$ cat src/rtl/core/cksa_pkg.sv
// Shared types and constants of the combination key seat assigner.
`default_nettype none

package cksa_pkg;

  // Configuration port layout and register indexes.
  localparam int unsigned CfgIdxW = 8;
  localparam int unsigned CfgDataW = 5;
  localparam logic [CfgIdxW-1:0] CFG_SERVER_COUNT = 8'd0;
  localparam logic [CfgIdxW-1:0] CFG_THRESHOLD    = 8'd1;

  // Register values after reset.
  localparam logic [4:0] ServerCountReset = 5'd5;
  localparam logic [4:0] ThresholdReset   = 5'd3;

  // Field widths of a result.
  localparam int unsigned RowW    = 5;
  localparam int unsigned ColW    = 20;
  localparam int unsigned KeyW    = 32;
  localparam int unsigned OutDataW = 64;

  // Depth of the queue between the front and the back.
  localparam int unsigned QueueDepth = 2;

  typedef enum logic [1:0] {
    STAT_OK        = 2'd0,
    STAT_EXHAUSTED = 2'd1,
    STAT_BAD_CFG   = 2'd2
  } status_e;

  typedef struct packed {
    logic [4:0] server_count;
    logic [4:0] threshold;
    logic       restart;
  } cfg_t;

  typedef struct packed {
    logic [KeyW-1:0] key;
    logic            bad_cfg;
  } item_t;

endpackage

`default_nettype wire

$ cat src/rtl/core/cksa_front.sv
// Front part: configuration registers, key acceptance and classification.
`default_nettype none

module cksa_front #(
  parameter int unsigned MAX_SERVERS   = 24,
  parameter int unsigned MAX_THRESHOLD = 16
) (
  input  wire                         clk_i,
  input  wire                         rst_ni,
  input  wire                         cfg_valid_i,
  output logic                        cfg_ready_o,
  input  wire [cksa_pkg::CfgIdxW-1:0] cfg_index_i,
  input  wire [cksa_pkg::CfgDataW-1:0] cfg_data_i,
  input  wire                         s_axis_tvalid_i,
  output logic                        s_axis_tready_o,
  input  wire [cksa_pkg::KeyW-1:0]    s_axis_tdata_i,
  input  wire                         queue_full_i,
  output logic                        push_o,
  output cksa_pkg::item_t             item_o,
  output cksa_pkg::cfg_t              cfg_o
);
  import cksa_pkg::*;

  logic [4:0] server_count_q, server_count_d;
  logic [4:0] threshold_q, threshold_d;
  logic       cfg_write;
  logic       bad_cfg;

  assign cfg_ready_o = 1'b1;
  assign cfg_write   = cfg_valid_i & cfg_ready_o;

  always_comb begin
    server_count_d = server_count_q;
    threshold_d    = threshold_q;
    if (cfg_write && cfg_index_i == CFG_SERVER_COUNT) begin
      server_count_d = cfg_data_i;
    end
    if (cfg_write && cfg_index_i == CFG_THRESHOLD) begin
      threshold_d = cfg_data_i;
    end
  end

  always_ff @(posedge clk_i or negedge rst_ni) begin
    if (!rst_ni) begin
      server_count_q <= ServerCountReset;
      threshold_q    <= ThresholdReset;
    end else begin
      server_count_q <= server_count_d;
      threshold_q    <= threshold_d;
    end
  end

  // A setting the enumeration cannot serve marks the key for a bad-config result.
  assign bad_cfg = (threshold_q == 5'd0) ||
                   (threshold_q > server_count_q) ||
                   ({1'b0, threshold_q} > 6'(MAX_THRESHOLD)) ||
                   ({1'b0, server_count_q} > 6'(MAX_SERVERS));

  assign s_axis_tready_o = ~queue_full_i;
  assign push_o          = s_axis_tvalid_i & s_axis_tready_o;
  assign item_o.key      = s_axis_tdata_i;
  assign item_o.bad_cfg  = bad_cfg;

  assign cfg_o.server_count = server_count_q;
  assign cfg_o.threshold    = threshold_q;
  assign cfg_o.restart      = cfg_write &&
                              (cfg_index_i == CFG_SERVER_COUNT ||
                               cfg_index_i == CFG_THRESHOLD);

endmodule

`default_nettype wire

$ cat src/rtl/core/cksa_queue.sv
// Short request queue between the front and the back.
`default_nettype none

module cksa_queue (
  input  wire             clk_i,
  input  wire             rst_ni,
  input  wire             push_i,
  input  cksa_pkg::item_t item_i,
  output logic            full_o,
  input  wire             pop_i,
  output logic            valid_o,
  output cksa_pkg::item_t item_o
);
  import cksa_pkg::*;

  localparam int unsigned PtrW = (QueueDepth > 1) ? $clog2(QueueDepth) : 1;
  localparam int unsigned CntW = $clog2(QueueDepth + 1);

  item_t           mem_q [QueueDepth];
  logic [PtrW-1:0] wr_ptr_q, wr_ptr_d;
  logic [PtrW-1:0] rd_ptr_q, rd_ptr_d;
  logic [CntW-1:0] count_q, count_d;
  logic            do_push, do_pop;

  assign full_o  = (count_q == CntW'(QueueDepth));
  assign valid_o = (count_q != '0);
  assign item_o  = mem_q[rd_ptr_q];
  assign do_push = push_i & ~full_o;
  assign do_pop  = pop_i & valid_o;

  always_comb begin
    wr_ptr_d = wr_ptr_q;
    rd_ptr_d = rd_ptr_q;
    count_d  = count_q;
    if (do_push) begin
      wr_ptr_d = (wr_ptr_q == PtrW'(QueueDepth - 1)) ? '0 : wr_ptr_q + 1'b1;
    end
    if (do_pop) begin
      rd_ptr_d = (rd_ptr_q == PtrW'(QueueDepth - 1)) ? '0 : rd_ptr_q + 1'b1;
    end
    if (do_push && !do_pop) begin
      count_d = count_q + 1'b1;
    end else if (do_pop && !do_push) begin
      count_d = count_q - 1'b1;
    end
  end

  always_ff @(posedge clk_i or negedge rst_ni) begin
    if (!rst_ni) begin
      wr_ptr_q <= '0;
      rd_ptr_q <= '0;
      count_q  <= '0;
    end else begin
      wr_ptr_q <= wr_ptr_d;
      rd_ptr_q <= rd_ptr_d;
      count_q  <= count_d;
    end
  end

  always_ff @(posedge clk_i) begin
    if (do_push) begin
      mem_q[wr_ptr_q] <= item_i;
    end
  end

endmodule

`default_nettype wire

$ cat src/rtl/core/cksa_back.sv
// Back part: combination state, seat counters and result generation.
`default_nettype none

module cksa_back #(
  parameter int unsigned MAX_SERVERS   = 24,
  parameter int unsigned MAX_THRESHOLD = 16,
  parameter int unsigned SEAT_BITS     = 20
) (
  input  wire                          clk_i,
  input  wire                          rst_ni,
  input  cksa_pkg::cfg_t               cfg_i,
  input  wire                          item_valid_i,
  input  cksa_pkg::item_t              item_i,
  output logic                         pop_o,
  output logic                         m_axis_tvalid_o,
  input  wire                          m_axis_tready_i,
  output logic [cksa_pkg::OutDataW-1:0] m_axis_tdata_o,
  output logic [1:0]                   m_axis_tuser_o,
  output logic                         m_axis_tlast_o
);
  import cksa_pkg::*;

  localparam int unsigned IdxW  = (MAX_THRESHOLD > 1) ? $clog2(MAX_THRESHOLD) : 1;
  localparam int unsigned SlotW = $clog2(MAX_SERVERS);

  typedef enum logic [1:0] {
    ST_IDLE = 2'b01,
    ST_EMIT = 2'b10
  } state_e;

  state_e                state_q, state_d;
  logic [IdxW-1:0]       idx_q, idx_d;
  logic [KeyW-1:0]       key_q, key_d;
  logic                  exhausted_q;
  logic [4:0]            comb_q [MAX_THRESHOLD];
  logic [4:0]            comb_d [MAX_THRESHOLD];
  logic [SEAT_BITS-1:0]  seat_q [MAX_SERVERS];

  logic                  out_valid_q;
  logic [RowW-1:0]       out_row_q, out_row_d;
  logic [ColW-1:0]       out_col_q, out_col_d;
  logic [KeyW-1:0]       out_key_q, out_key_d;
  status_e               out_status_q, out_status_d;
  logic                  out_last_q, out_last_d;

  logic                  out_free, load, seat_take, advance, last_idx;
  logic [4:0]            cur_row;
  logic [SlotW-1:0]      cur_slot;
  logic [MAX_THRESHOLD-1:0] can_inc;
  logic                  found;
  logic [IdxW-1:0]       pivot;
  logic [4:0]            base;

  assign out_free = ~out_valid_q | m_axis_tready_i;
  assign cur_row  = comb_q[idx_q];
  assign cur_slot = cur_row[SlotW-1:0];
  assign last_idx = ((6'(idx_q) + 6'd1) == {1'b0, cfg_i.threshold});

  // Successor: the rightmost entry below its ceiling steps up, later entries follow it.
  always_comb begin
    found = 1'b0;
    pivot = '0;
    for (int p = 0; p < MAX_THRESHOLD; p++) begin
      can_inc[p] = (7'(p) < 7'(cfg_i.threshold)) &&
                   (7'(comb_q[p]) <
                    (7'(cfg_i.server_count) - 7'(cfg_i.threshold) + 7'(p)));
      if (can_inc[p]) begin
        found = 1'b1;
        pivot = IdxW'(p);
      end
    end
    base = comb_q[pivot];
    for (int j = 0; j < MAX_THRESHOLD; j++) begin
      comb_d[j] = comb_q[j];
      if (found && 7'(j) >= 7'(pivot) && 7'(j) < 7'(cfg_i.threshold)) begin
        comb_d[j] = 5'(7'(base) + 7'(j) - 7'(pivot) + 7'd1);
      end
    end
  end

  always_comb begin
    state_d      = state_q;
    idx_d        = idx_q;
    key_d        = key_q;
    pop_o        = 1'b0;
    load         = 1'b0;
    seat_take    = 1'b0;
    advance      = 1'b0;
    out_row_d    = '0;
    out_col_d    = '0;
    out_key_d    = '0;
    out_status_d = STAT_OK;
    out_last_d   = 1'b1;
    unique case (state_q)
      ST_IDLE: begin
        if (item_valid_i && out_free) begin
          pop_o = 1'b1;
          if (item_i.bad_cfg) begin
            load         = 1'b1;
            out_status_d = STAT_BAD_CFG;
          end else if (exhausted_q) begin
            load         = 1'b1;
            out_status_d = STAT_EXHAUSTED;
          end else begin
            key_d   = item_i.key;
            idx_d   = '0;
            state_d = ST_EMIT;
          end
        end
      end
      ST_EMIT: begin
        if (out_free) begin
          load       = 1'b1;
          seat_take  = 1'b1;
          out_row_d  = cur_row;
          out_col_d  = ColW'(seat_q[cur_slot]);
          out_key_d  = key_q;
          out_last_d = last_idx;
          if (last_idx) begin
            advance = 1'b1;
            state_d = ST_IDLE;
          end else begin
            idx_d = idx_q + 1'b1;
          end
        end
      end
      default: state_d = ST_IDLE;
    endcase
  end

  always_ff @(posedge clk_i or negedge rst_ni) begin
    if (!rst_ni) begin
      state_q     <= ST_IDLE;
      idx_q       <= '0;
      exhausted_q <= 1'b0;
      out_valid_q <= 1'b0;
      for (int i = 0; i < MAX_THRESHOLD; i++) begin
        comb_q[i] <= 5'(i);
      end
      for (int i = 0; i < MAX_SERVERS; i++) begin
        seat_q[i] <= '0;
      end
    end else begin
      state_q <= state_d;
      idx_q   <= idx_d;
      if (load) begin
        out_valid_q <= 1'b1;
      end else if (m_axis_tready_i) begin
        out_valid_q <= 1'b0;
      end
      if (cfg_i.restart) begin
        exhausted_q <= 1'b0;
        for (int i = 0; i < MAX_THRESHOLD; i++) begin
          comb_q[i] <= 5'(i);
        end
        for (int i = 0; i < MAX_SERVERS; i++) begin
          seat_q[i] <= '0;
        end
      end else begin
        if (advance) begin
          comb_q <= comb_d;
          if (!found) begin
            exhausted_q <= 1'b1;
          end
        end
        if (seat_take) begin
          seat_q[cur_slot] <= seat_q[cur_slot] + 1'b1;
        end
      end
    end
  end

  always_ff @(posedge clk_i) begin
    key_q <= key_d;
    if (load) begin
      out_row_q    <= out_row_d;
      out_col_q    <= out_col_d;
      out_key_q    <= out_key_d;
      out_status_q <= out_status_d;
      out_last_q   <= out_last_d;
    end
  end

  assign m_axis_tvalid_o = out_valid_q;
  assign m_axis_tdata_o  = OutDataW'({out_key_q, out_col_q, out_row_q});
  assign m_axis_tuser_o  = out_status_q;
  assign m_axis_tlast_o  = out_last_q;

endmodule

`default_nettype wire

$ cat src/rtl/core/combination_key_seat_assigner.sv
// Top level of the combination key seat assigner.
// Each key request on the slave stream is given to the next threshold-of-
// server_count server combination in lexicographic order. For a usable
// configuration it yields one write per member server, in increasing server
// order, on the master stream: row, that server's next free seat and the key,
// with tlast on the final write. A bad configuration or a used-up enumeration
// yields one status result with tlast set instead.
// The configuration channel writes server_count (index 0) or threshold
// (index 1); either write restarts the enumeration and clears all seat
// counters. It is always ready and is meant to be used while the block idles.
// A key passes a two-entry queue; the back part then takes it in its idle
// state and emits its writes one by one from the emit state into the output
// register, while a status result is loaded straight from the idle state.
// No new key is taken until the last write of the current key is loaded.
// Reset loads server_count 5 and threshold 3, the first combination and zero
// seats. A stalled master stream holds its result; the queue keeps taking
// keys until it is full.
`default_nettype none

module combination_key_seat_assigner #(
  parameter int unsigned MAX_SERVERS   = 24,
  parameter int unsigned MAX_THRESHOLD = 16,
  parameter int unsigned SEAT_BITS     = 20
) (
  input  wire                          clk_i,
  input  wire                          rst_ni,
  input  wire                          cfg_valid_i,
  output logic                         cfg_ready_o,
  input  wire [cksa_pkg::CfgIdxW-1:0]  cfg_index_i,
  input  wire [cksa_pkg::CfgDataW-1:0] cfg_data_i,
  input  wire                          s_axis_tvalid_i,
  output logic                         s_axis_tready_o,
  // tdata: key_id[31:0]
  input  wire [cksa_pkg::KeyW-1:0]     s_axis_tdata_i,
  output logic                         m_axis_tvalid_o,
  input  wire                          m_axis_tready_i,
  // tdata: server_row[4:0], seat_column[24:5], key_value[56:25], zero fill
  output logic [cksa_pkg::OutDataW-1:0] m_axis_tdata_o,
  // tuser: status[1:0]
  output logic [1:0]                   m_axis_tuser_o,
  output logic                         m_axis_tlast_o
);
  import cksa_pkg::*;

  cfg_t  cfg;
  item_t push_item, head_item;
  logic  push, pop, queue_full, queue_valid;

  cksa_front #(
    .MAX_SERVERS  (MAX_SERVERS),
    .MAX_THRESHOLD(MAX_THRESHOLD)
  ) u_front (
    .clk_i          (clk_i),
    .rst_ni         (rst_ni),
    .cfg_valid_i    (cfg_valid_i),
    .cfg_ready_o    (cfg_ready_o),
    .cfg_index_i    (cfg_index_i),
    .cfg_data_i     (cfg_data_i),
    .s_axis_tvalid_i(s_axis_tvalid_i),
    .s_axis_tready_o(s_axis_tready_o),
    .s_axis_tdata_i (s_axis_tdata_i),
    .queue_full_i   (queue_full),
    .push_o         (push),
    .item_o         (push_item),
    .cfg_o          (cfg)
  );

  cksa_queue u_queue (
    .clk_i  (clk_i),
    .rst_ni (rst_ni),
    .push_i (push),
    .item_i (push_item),
    .full_o (queue_full),
    .pop_i  (pop),
    .valid_o(queue_valid),
    .item_o (head_item)
  );

  cksa_back #(
    .MAX_SERVERS  (MAX_SERVERS),
    .MAX_THRESHOLD(MAX_THRESHOLD),
    .SEAT_BITS    (SEAT_BITS)
  ) u_back (
    .clk_i          (clk_i),
    .rst_ni         (rst_ni),
    .cfg_i          (cfg),
    .item_valid_i   (queue_valid),
    .item_i         (head_item),
    .pop_o          (pop),
    .m_axis_tvalid_o(m_axis_tvalid_o),
    .m_axis_tready_i(m_axis_tready_i),
    .m_axis_tdata_o (m_axis_tdata_o),
    .m_axis_tuser_o (m_axis_tuser_o),
    .m_axis_tlast_o (m_axis_tlast_o)
  );

endmodule

`default_nettype wire

$ cat config.mk
export PLATFORM = sky130hd
export DESIGN_NAME = combination_key_seat_assigner
export DESIGN_NICKNAME = d
export VERILOG_FILES = /design/src/rtl/core/cksa_pkg.sv /design/src/rtl/core/cksa_front.sv /design/src/rtl/core/cksa_queue.sv /design/src/rtl/core/cksa_back.sv /design/src/rtl/core/combination_key_seat_assigner.sv
export SDC_FILE = /design/constraint.sdc
export NUM_CORES = 2
export LEC_CHECK = 0
export BUFFER_PORTS_ARGS = -buffer_cell sky130_fd_sc_hd__buf_2
export CAP_MARGIN = 20
export CORE_ASPECT_RATIO = 0.8
export CORE_MARGIN = 1
export CORE_UTILIZATION = 40
export DETAILED_ROUTE_END_ITERATION = 10
export GPL_ROUTABILITY_DRIVEN = 0
export PLACE_DENSITY_LB_ADDON = 0.12
export SYNTH_ARGS = -nofsm -noshare
export SYNTH_HDL_FRONTEND = slang
export SYNTH_SLANG_ARGS = --single-unit
$ cat constraint.sdc
create_clock -name clk_i -period 9.6 [get_ports clk_i]
set_input_delay 0.96 -clock clk_i [delete_from_list [all_inputs] [get_ports clk_i]]
set_output_delay 0.96 -clock clk_i [all_outputs]
set_load 0.02 [all_outputs]
==> summary.md <==
| Metric | Value |
|---|---|
| WS Path Type | `flop to flop` |
| Initial antenna violation count | `4` |
| Most frequent CP cell | `inv_1` |
| Met1 usage | `37.8%` |
| Max Fclk | `roughly 0.12 GHz` |
| Grt ovf | `0` |
| Flop2flop setup slack | `between 1 and 1.5 ns` |
| Post-synth EDFFs | `roughly 160` |
| Root buf cell | `clkbuf_16` |
| Hold Violations, Final | `0` |
| Vias | `between 20000 and 30000` |
| Hold buffer count at cts | `0` |
| Post-synth ARST share | `roughly 80%` |
| Area delta synth->final | `12.8%` |
| Setup Buffers After CTS | `0` |
| RR Endpoint | `u_back.comb_q[24]$_DFFE_PN0P_` |
| Final worst path period share | `between 80% and 90%` |
| Layout cell share with drive strength beyond 1 | `16.4%` |
| Max Cap Violations | `0` |
| Port bufs | `about 110` |
| Top-count cell post-synth | `nand2_1` |
| Max-Slew Margin vs Limit | `between 10% and 20%` |
| Largest net degree at the start of global routing | `roughly 190` |
| Fill cells | `between 8000 and 9000` |
| LEAKAGE | `0.0178 uW` |
| Register area | `a little under 0.02 sq mm` |
| Synthesized area | `roughly 0.037 sq mm` |
| Synth cell types | `between 80 and 90` |
| Wirelength per Cell | `~26 microns` |
| Area leader, netlist | `dfrtp_1` |
| Yosys top cell area share | `~37%` |
| Min Hold Slack | `between 0.4 and 0.5 ns` |
| Yosys warns | `0` |
| Area contributors post-synth | `dfrtp_1, edfxtp_1, nand2_1` |
| Vias/cell | `6.00` |
| Worst vdd ir | `between 200 and 250 uV` |
| Register area share after synthesis | `about 52%` |
| Tmin final | `roughly 8.5 ns` |
| Multi-input combinational cell area | `0.0164 sq mm` |
| Crit. Startpoint | `u_front.threshold_q[0]$_DFFE_PN1P_` |
| Drt first pass iters | `5` |
| RSZ-0062 raised after global routing | `no` |
| Layer carrying the most global-route usage | `met1` |
| Arrival time worst endpoint | `between 9 and 10 ns` |
| Syn Area/Cell | `between 10 and 15 sq um` |
| I/O pins | `120` |
| ANT nets after route | `0` |
| # DRC | `0` |
| FF-to-FF Start | `u_front.threshold_q[0]$_DFFE_PN1P_` |
| Vias in the first global route | `27400` |
| PwrDens | `between 200 and 300 mW/mm^2` |
| DP HPWL | `between 70000 and 80000 microns` |
| Worst EP required | `a little over 10 ns` |
| Top cells by count, synth | `nand2_1, dfrtp_1, o21ai_0` |
| Critical-path top delay cell | `ha_1` |
| Die H | `between 200 and 300 microns` |
| Ys flop type | `dfrtp_1` |
| Clock slew at reported path FFs | `0.07 ns` |
| Worst Max-Slew Pin Slew | `about 1.2 ns` |
| Synth Register Bits | `740` |
| Global-route track usage on met3 | `under 10%` |
| Status | `finished clean` |
| CTS buffer count | `81` |
| First-pass GRT wire length | `between 150000 and 200000 microns` |
| Rows | `between 90 and 100` |
| Drt total wl | `between 100000 and 150000 microns` |
| CTS tree | `done` |
| Max Slew Vio Count | `0` |
| TNS Setup | `0 ns` |
| Initial Util | `between 40 and 50%` |
| Worst skew pair latency | `between 0.6 and 0.7 ns` |
| GR Layer Usage met2 | `37.3%` |
| Core area | `slightly above 0.09 sq mm` |
| Final setup viols | `0` |
| H-tree levels | `3` |
| Worst Hold Class | `input pin to asynchronous set/reset pin` |
| Slowest stage delay, CP | `roughly 0.73 ns` |
| Crit end category | `flop` |
| Total track usage | `25.5%` |
| Die W | `about 340 microns` |
| Number of cells produced by synthesis | `around 3300` |
| Worst R2R Path Depth | `33` |
| Die Area | `approximately 0.094 sq mm` |
| Cts repair resizes | `0` |
| Clock sink count | `740` |
| DRT iter0 DRCs | `~2700` |
| Worst setup SP type | `flop` |
| Final Net Count | `3504` |
| Post-Route Skew | `between 0.02 and 0.025 ns` |
| Critical-path maximum fanout | `22` |
| Clock buffer depth | `3` |
## cell usage in the layout (no fill, tap or decap), drive strengths merged, types with 39 or more instances in the layout
cell type / instances
nand2: 613
dfrtp: 545
o21ai: 466
buf: 193
edfxtp: 158
mux4: 123
ha: 111
clkbuf: 111
a21oi: 106
nor2: 98
a22o: 77
xnor2: 69
and3: 60
inv: 57
mux2: 45
mux2i: 43
a22oi: 43
and2: 39
## worst max-delay path: cells and delay by family (launching register included)
family	cells	cell delay, ns
AND/OR/NAND/NOR	10	2.04
flip-flops	1	0.60
buffers and inverters	5	1.05
adder cells (fa/ha/maj)	4	1.97
XOR/XNOR	2	0.53
AO/OA/AOI/OAI	12	2.21
## state kept, by name, summed over array words and instances, names as in the netlist, 2 cells and up
register	count
u_back.comb_q	80
u_queue.mem_q	66
u_back.m_axis_tuser_o	2
u_front.server_count_q	5
u_back.out_col_q	20
u_back.out_key_q	32
u_back.key_q	32
u_back.state_q	2
u_back.seat_q	480
u_front.threshold_q	5
u_back.out_row_q	5
u_queue.count_q	2
u_back.idx_q	4
## where the power goes
| group | switching, uW | internal, uW |
|---|---|---|
| sequential | 194 | 3610 |
| clock | 1360 | 1980 |
| combinational | 2970 | 1560 |
| total | 4530 | 7160 |
## cells by family (layout without fill, tap and decap cells)
group | Yosys count | count (layout) | share of synthesized area (%)
multiplexers | 211 | 211 | 10.8
other | 2 | 11 | 0.0203
adder cells (fa/ha/maj) | 116 | 116 | 4.03
buffers and inverters | 308 | 396 | 3.98
AND/OR/NAND/NOR | 927 | 927 | 10.9
AO/OA/AOI/OAI | 920 | 920 | 15.7
XOR/XNOR | 88 | 88 | 2.13
flip-flops | 740 | 740 | 52.4
## routing by layer
metal  wire, microns  vias up  share of wire (%)
met4            2800        2                2.3
met5              13        -              0.011
met3           10400      204                8.7
met2           51800     1245                 43
met1           54500    14200                 46
li1                -    12100                  -
## cell type report
type                       instances  share of cell area [%]
sequential                       740                    46.5
multi-input combinational       2270                    39.3
clock buffer                     111                    5.55
tap                             1212                    3.64
timing repair buffer             193                    3.19
clock inverter                    40                    1.35
inverter                          52                   0.469
antenna                            3                  0.0180
## stage by stage
stage | utilization, % | std cells | cell area [sq um] | power (uW) | worst slack [ns]
global placement | 42.3 | 4456 | 38600 | 8260 | 1.44
global route | 45.6 | 4618 | 41600 | 12200 | 0.252
finish | 45.6 | 4621 | 41700 | 11700 | 1.05
CTS | 45.5 | 4609 | 41500 | 11700 | 1.19
floorplan | - | 3318 | 36900 | 6840 | 1.70
detailed placement | 42.3 | 4458 | 38600 | 8280 | 1.21
## how the worst max path moves through the flow
| stage | end | slack [ns] | cells past startpoint |
|---|---|---|---|
| 2_1_floorplan | u_back.comb_q[24]$_DFFE_PN0P_ | 1.70 | 35 |
| 3_3_place_gp | u_back.comb_q[29]$_DFFE_PN0P_ | 1.44 | 33 |
| 3_5_place_dp | u_back.comb_q[29]$_DFFE_PN0P_ | 1.21 | 33 |
| 4_1_cts | u_back.comb_q[29]$_DFFE_PN0P_ | 1.19 | 33 |
| 5_1_grt | u_back.comb_q[24]$_DFFE_PN0P_ | 0.25 | 33 |
| 6_report | u_back.comb_q[24]$_DFFE_PN0P_ | 1.05 | 33 |
(Power assumes the default switching activity.)
